<file path="config.mk">
export PLATFORM = sky130hd
export DESIGN_NAME = btpc_temp
export DESIGN_NICKNAME = d
export VERILOG_FILES = /design/src/hdl/baro_temp_pressure_compensation_macros.svh /design/src/hdl/btpc_pkg.sv /design/src/hdl/btpc_temp.sv
export SDC_FILE = /design/constraint.sdc
export NUM_CORES = 2
export LEC_CHECK = 0
export ABC_CLOCK_PERIOD_IN_PS = 11600
export BUFFER_PORTS_ARGS = -buffer_cell sky130_fd_sc_hd__buf_4
export CORE_MARGIN = 2
export CORE_UTILIZATION = 65
export CTS_BUF_LIST = sky130_fd_sc_hd__clkbuf_4 sky130_fd_sc_hd__clkbuf_8
export CTS_CLUSTER_DIAMETER = 80
export DETAILED_ROUTE_END_ITERATION = 10
export PLACE_DENSITY = 0.82
export RECOVER_POWER = 25
export SLEW_MARGIN = 20
export SYNTH_ARGS = -nofsm -noshare
export SYNTH_HDL_FRONTEND = slang
export SYNTH_SLANG_ARGS = --single-unit
</file>
<file path="constraint.sdc">
create_clock -name aclk -period 11.6 [get_ports aclk]
set_input_delay 2.9 -clock aclk [delete_from_list [all_inputs] [get_ports aclk]]
set_output_delay 2.9 -clock aclk [all_outputs]
set_load 0.1 [all_outputs]
</file>
<file path="src/hdl/baro_temp_pressure_compensation_macros.svh">
// Assertion macros shared by the compensation block.
`ifndef BARO_TEMP_PRESSURE_COMPENSATION_MACROS_SVH
`define BARO_TEMP_PRESSURE_COMPENSATION_MACROS_SVH
`ifndef ASSERT_OFF
// Same-cycle implication.
`define BTPC_ASSERT_IMPL(lbl, clk, rstn, ante, cons) \
    lbl: assert property (@(posedge clk) disable iff (!(rstn)) (ante) |-> (cons)) \
        else $error("assertion failed");
// Next-cycle implication.
`define BTPC_ASSERT_NEXT(lbl, clk, rstn, ante, cons) \
    lbl: assert property (@(posedge clk) disable iff (!(rstn)) (ante) |=> (cons)) \
        else $error("assertion failed");
`else
`define BTPC_ASSERT_IMPL(lbl, clk, rstn, ante, cons)
`define BTPC_ASSERT_NEXT(lbl, clk, rstn, ante, cons)
`endif
`endif

</file>
<file path="src/hdl/btpc_pkg.sv">
package btpc_pkg;

    // Register indexes
    localparam logic [2:0] REG_T1_T2 = 3'd0;
    localparam logic [2:0] REG_T3_P1 = 3'd1;
    localparam logic [2:0] REG_P2_P3 = 3'd2;
    localparam logic [2:0] REG_P4_P5 = 3'd3;
    localparam logic [2:0] REG_P6_P7 = 3'd4;
    localparam logic [2:0] REG_P8_P9 = 3'd5;
    localparam int         NUM_REGS  = 6;

    // Compensation constants
    localparam logic signed [32:0] OFFSET_T    = 33'sd128000;
    localparam logic [11:0]        PRESS_SCALE = 12'd3125;
    localparam logic [20:0]        PRESS_BASE  = 21'd1048576;
    localparam int                 SHIFT_ONE   = 47;
    localparam int                 SHIFT_P4    = 35;
    localparam logic signed [31:0] ROUND_T     = 32'sd128;

    // Calibration coefficients, unpacked from the registers
    typedef struct packed {
        logic        [15:0] t1;
        logic signed [15:0] t2;
        logic signed [15:0] t3;
        logic        [15:0] p1;
        logic signed [15:0] p2;
        logic signed [15:0] p3;
        logic signed [15:0] p4;
        logic signed [15:0] p5;
        logic signed [15:0] p6;
        logic signed [15:0] p7;
        logic signed [15:0] p8;
        logic signed [15:0] p9;
    } coef_t;

    // Temperature results that ride along with the pressure path
    typedef struct packed {
        logic signed [31:0] fine;
        logic signed [23:0] centi;
    } temp_res_t;

endpackage

</file>
<file path="src/hdl/btpc_temp.sv">
// Temperature compensation, five stages, 32-bit wrapping.
module btpc_temp import btpc_pkg::*; (
    input  logic        aclk,
    input  logic        aresetn,
    input  logic        adv,
    input  logic        in_valid,
    input  logic [19:0] raw_t,
    input  logic [19:0] raw_p,
    input  coef_t       coef,
    output logic        out_valid,
    output temp_res_t   res,
    output logic [19:0] raw_p_out
);

    logic [4:0]         v_reg;
    logic [19:0]        rp_reg [0:4];
    logic signed [17:0] d1_reg, d1_next;
    logic signed [16:0] d2_reg, d2_next;
    logic signed [31:0] m1_reg, m1_next, sq_reg, sq_next;
    logic signed [31:0] ta_reg, ta_next, m2_reg, m2_next;
    logic signed [31:0] tf_reg, tf_next, fine_reg;
    logic signed [23:0] centi_reg, centi_next;
    logic signed [33:0] m1_full, sq_full;
    logic signed [31:0] sqs, tf5, tc32;
    logic signed [47:0] m2_full;

    // stage math
    always_comb begin
        d1_next = $signed({1'b0, raw_t[19:3]}) - $signed({1'b0, coef.t1, 1'b0});
        d2_next = $signed({1'b0, raw_t[19:4]}) - $signed({1'b0, coef.t1});
        m1_full = d1_reg * coef.t2;
        sq_full = d2_reg * d2_reg;
        m1_next = m1_full[31:0];
        sq_next = sq_full[31:0];
        ta_next = m1_reg >>> 11;
        sqs     = sq_reg >>> 12;
        m2_full = sqs * coef.t3;
        m2_next = m2_full[31:0];
        tf_next = ta_reg + (m2_reg >>> 14);
        tf5     = (tf_reg <<< 2) + tf_reg + ROUND_T;
        tc32    = tf5 >>> 8;
        centi_next = tc32[23:0];
    end

    // valid bits
    always_ff @(posedge aclk) begin
        if (!aresetn) begin
            v_reg <= '0;
        end else if (adv) begin
            v_reg <= {v_reg[3:0], in_valid};
        end
    end

    // datapath registers
    always_ff @(posedge aclk) begin
        if (adv) begin
            rp_reg[0] <= raw_p;
            for (int i = 1; i < 5; i++) rp_reg[i] <= rp_reg[i-1];
            d1_reg    <= d1_next;
            d2_reg    <= d2_next;
            m1_reg    <= m1_next;
            sq_reg    <= sq_next;
            ta_reg    <= ta_next;
            m2_reg    <= m2_next;
            tf_reg    <= tf_next;
            fine_reg  <= tf_reg;
            centi_reg <= centi_next;
        end
    end

    assign out_valid = v_reg[4];
    assign res.fine  = fine_reg;
    assign res.centi = centi_reg;
    assign raw_p_out = rp_reg[4];

endmodule

</file>
== After elaboration in Yosys (flattened, before gate mapping) ==
Memory sizes are Yosys's and may differ from the RTL's.
Index checks and enable logic that the tools add are counted.

* Bits in registers: 245
* Output and inout bits: 77
* Logic and storage cells: 21
* Memories: 1
* Input bits: 236
* Bits in writable memories: 100

* Multiply operators: 3
* Multiplexer cells: 2
* Add/sub/neg operators: 5

{| class="wikitable"
|+ Memory list
! memory !! words !! bits a word !! read ports !! clocked after Yosys merged registers in !! write ports !! line !! text
|-
| rp_reg || 5 || 20 || 5 || 0 || 5 || btpc_temp.sv:16 || <nowiki>logic [19:0] rp_reg [0:4];</nowiki>
|}

{| class="wikitable"
|+ Operator list
! cell !! number
|-
| $add 32x32->32 || 1
|-
| $add 32x9->32 const B || 1
|-
| $mul 17x17->32 || 1
|-
| $mul 18x16->32 || 1
|-
| $mul 20x16->32 || 1
|-
| $add 21x18->22 || 1
|-
| $sub 17x17->18 || 1
|-
| $sub 16x16->17 || 1
|-
| $mux 1 || 2
|}

== Depth between registers and ports, before layout ==
* Word-level depth: 2
* Depth in mapped cells: 25
* Depth with buffers taken out: 24

== Worst setup path before layout ==
OpenSTA, ideal clock, no wires.

* Kind: in2reg
* Start point: input port coef[167] (netlist name)
* End point: register m1_reg[31] (data pin)
* Setup slack: 2761 ps
* Path buffers: 2
* Arrival: 8579 ps
* Stages on the path: 24
* Required time: 11340 ps
* Library setup time: 260 ps
* Cell sequence: clkbuf_1 clkbuf_1 nand2_1 fa_1 inv_1 fa_1 inv_1 fa_1 inv_1 fa_1 fa_1 inv_1 fa_1 inv_1 ha_1 nor2b_1 nor2b_1 nor3_1 a21boi_4 o21ai_2 o41a_4 a31o_4 a41oi_2 xnor2_1

* Cells in the longest elaborated chain, start to end: 1

{| class="wikitable"
|+ RTL lines
! item !! line !! text
|-
| start: declaration || btpc_temp.sv:9 || <nowiki>input coef_t coef,</nowiki>
|-
| $mul 18x16->32 || btpc_temp.sv:31 || <nowiki>m1_full = d1_reg * coef.t2;</nowiki>
|-
| via m1_full[31] || btpc_temp.sv:23 || <nowiki>logic signed [33:0] m1_full, sq_full;</nowiki>
|-
| end signal: assignment || btpc_temp.sv:61 || <nowiki>m1_reg <= m1_next;</nowiki>
|-
| end: declaration || btpc_temp.sv:19 || <nowiki>logic signed [31:0] m1_reg, m1_next, sq_reg, sq_next;</nowiki>
|}

The timed path passes the listed nets, and every way through them passes these cells.
A chain may end at the register's enable or synchronous reset.

== Worst setup path after layout ==
* Start point: input port coef[151] (netlist name)
* End point: register m2_reg[31] (data pin)

* Cells in the longest elaborated chain, start to end: 1

{| class="wikitable"
|+ RTL lines
! item !! line !! text
|-
| $mul 20x16->32 || btpc_temp.sv:37 || <nowiki>m2_full = sqs * coef.t3;</nowiki>
|-
| via m2_full[31] || btpc_temp.sv:25 || <nowiki>logic signed [47:0] m2_full;</nowiki>
|-
| end signal: assignment || btpc_temp.sv:64 || <nowiki>m2_reg <= m2_next;</nowiki>
|-
| end: declaration || btpc_temp.sv:20 || <nowiki>logic signed [31:0] ta_reg, ta_next, m2_reg, m2_next;</nowiki>
|}

The timed path passes the listed nets, and every way through them passes these cells.

==> results by group <==
Clock network
  • Setup Buffers After CTS: 0
  • Root buf cell: clkbuf_8
  • Max Buffers Root-to-Sink: 3
  • TritonCTS clock tree: built
  • Post-cts gate resize count: 0
  • TritonCTS Buffers: 48
  • Clock sinks: 271
  • Post-CTS Hold Fix Bufs: 0
  • Clk_lat worst skew: 0.67 ns
  • H-tree levels: 2
  • Clk slew on worst S/H paths: 0.06 ns

Route
  • Routed vias: 26,300
  • First-pass DRT Iterations: 6
  • Routed WL: 83.1 mm
  • Vias per inst: 5.40
  • Routed WL per cell: 17.1 µm
  • DRT antenna net count: 0
  • Residual DRC: 0
  • First DRT Iteration DRCs: 1,514

Global route
  • Number of global-route vias before repair: 29,500
  • GRT Total Usage: 27.9%
  • Antenna violations before repair: 5
  • First-pass GRT wire length: 141 mm
  • Total grt overflow: 0
  • Largest net degree at the start of global routing: 162

Final layout
  • Final Cell Area: 43,400 µm²
  • Commonest non-fill, non-tap cells in the layout: inv_1 (1,012), fa_1 (815), nand2_1 (403)
  • Share of layout cells above drive strength 1: 7.10%
  • Fill count: 4,465
  • Area grow syn2layout: 7.15%
  • NumNets Final: 5,367
  • Final core utilization: 70.4%
  • Largest register FFs: 100
  • Most common cell after layout, fill and taps aside: inv_1

STA
  • Highest Clock Rate: 113 MHz
  • Final Critical Period: 8.84 ns
  • Max Clock Skew: 0.0525 ns
  • Fin. Hold Viols: 0
  • Slew margin rel.: 36.3%
  • Final worst-path cycle share: 76.2%
  • Final setup fails: 0
  • TNS Setup: 0 ns
  • Slew @ Worst Pin: 0.956 ns
  • RSZ-0062 raised after global routing: false
  • Max-slew violation count: 0

Synthesis
  • Synthesized area: 40,500 µm²
  • Number of flops mapped to enable cells by yosys: 266
  • Top cell type's share of synthesized area: 40.3%
  • Syn nets: 5,288
  • Synth area leader: fa_1
  • Sequential share of the synthesized area: 20.0%
  • Post-synth top flop: edfxtp_1
  • Flops & latches, synth: 271
  • Post-Synthesis Cells: 3,913
  • Async SR Flop Fraction: 0%
  • Synth warn: 0
  • Post-synth cell types: 66
  • Post-Syn Area per Cell: 10.3 µm²
  • Ranking of synthesized cells by area: fa_1 (40%), edfxtp_1 (20%), ha_1 (10%), inv_1 (9.4%), and2_1 (5.1%)

Floorplan
  • Cell Rows: 91
  • Die width: 254 µm
  • Io pins: 313
  • Die area: 64,300 µm²
  • Height of the die: 254 µm
  • Core area: 61,600 µm²
  • Starting Density: 65.7%

Setup path
  • CP startpoint kind: primary input
  • Crit. End Element: flop
  • Arr. time, crit path: 9.22 ns
  • Critical path class: primary input to flop
  • R2R setup slack: 4.38 ns
  • End point of the critical path: m2_reg[31]$_DFFE_PP_
  • RR Startpoint: sq_reg[19]$_DFFE_PP_
  • Worst r2r dst: m2_reg[31]$_DFFE_PP_
  • Crit path required time: 11.98 ns
  • R2r worst-path depth: 23
  • Critical Path Start: coef[151]
  • Worst-path fanout max: 20

Placement
  • Placed instance area: 42,300 µm²
  • Buffers added on ports: 165
  • GP Congestion: 0.881
  • Post-DP HPWL: 64.5 mm

Status
  • Status: complete, no violations

Job
  • Maxcap violations: 0

Hold path
  • Hold Crit Class: flop to flop
worst min-delay path by stage:
stage                     slack [ns]  cells past startpoint                      end                     from
after global placement          0.40                      0  rp_reg[0][97]$_DFFE_PP_  rp_reg[0][77]$_DFFE_PP_
after CTS                       0.40                      0  rp_reg[0][27]$_DFFE_PP_   rp_reg[0][7]$_DFFE_PP_
final                           0.40                      0  rp_reg[0][27]$_DFFE_PP_   rp_reg[0][7]$_DFFE_PP_
after floorplan                 0.40                      0  rp_reg[0][20]$_DFFE_PP_   rp_reg[0][0]$_DFFE_PP_
after detailed placement        0.40                      0     ta_reg[14]$_DFFE_PP_     m1_reg[25]$_DFFE_PP_
after global routing            0.42                      0  rp_reg[0][69]$_DFFE_PP_  rp_reg[0][49]$_DFFE_PP_
cells in the mapped netlist, types with 3 or more instances:
master	number
nand2b_1	22
and2_1	328
clkbuf_1	129
o21bai_1	8
a211oi_1	6
xor2_1	31
nand4_1	9
nor2b_1	33
buf_4	30
mux2i_1	5
fa_1	815
nor4_1	3
nor2_1	116
xnor2_1	118
nor3_1	23
or3_1	3
nand3_1	11
o211ai_1	5
ha_1	324
a31oi_1	8
dfxtp_1	5
o21ai_2	3
a21oi_1	55
nand2_1	403
o21ai_1	29
edfxtp_1	266
o31ai_1	4
o21a_1	23
inv_1	1012
and3_1	8
a21boi_1	5
a21o_1	23
o21ai_0	11
cell type report:
class | count | area (µm²) | share of cell area (%)
multi-input combinational | 2470 | 27900 | 64.3
sequential | 271 | 8090 | 18.6
inverter | 1012 | 3800 | 8.76
timing repair buffer | 189 | 1440 | 3.31
tap | 837 | 1050 | 2.41
clock buffer | 64 | 781 | 1.80
clock inverter | 25 | 348 | 0.802
antenna | 2 | 5.00 | 0.0115
per-stage QoR:
step	worst slack (ns)	hold slack, ns	std cells
2_1_floorplan	2.76	0.400	3913
3_3_place_gp	2.17	0.401	4779
3_5_place_dp	2.09	0.405	4779
4_1_cts	2.79	0.402	4868
5_1_grt	2.43	0.422	4869
6_report	2.76	0.396	4870
cell families after synthesis:
group | share of synthesized area (%)
adders and majority gates | 50.3
muxes | 0.151
xor gates and xnor gates | 3.22
DFF | 20.0
and+or+nand+nor | 11.6
buffers and inverters | 11.1
AOI/OAI and AO/OA | 3.55
critical path, cell delays in order:
cell      delay (ns)
buf_4           0.25
nand2_1         0.12
fa_1            0.56
inv_1           0.05
fa_1            0.50
inv_1           0.06
fa_1            0.53
inv_1           0.05
fa_1            0.47
fa_1            0.50
inv_1           0.05
fa_1            0.47
inv_1           0.04
ha_1            0.32
o21a_1          0.14
nor2_1          0.06
nor2b_1         0.12
o21a_1          0.12
o21ai_1         0.09
o31ai_1         0.68
a221oi_2        0.22
o21ai_1         0.25
a31oi_1         0.13
xnor2_1         0.55
per-layer routing:
layer  vias up  track usage [%]  wire length (µm)
met4         4             9.60              2690
met1     13400             34.5             31500
met5         -                0                27
li1      11800                -                 -
met2       904             50.1             43200
met3       212             4.39              5570
Power is not shown: default switching activity piles up to over one toggle a cycle in this logic, so the estimate is an artifact.
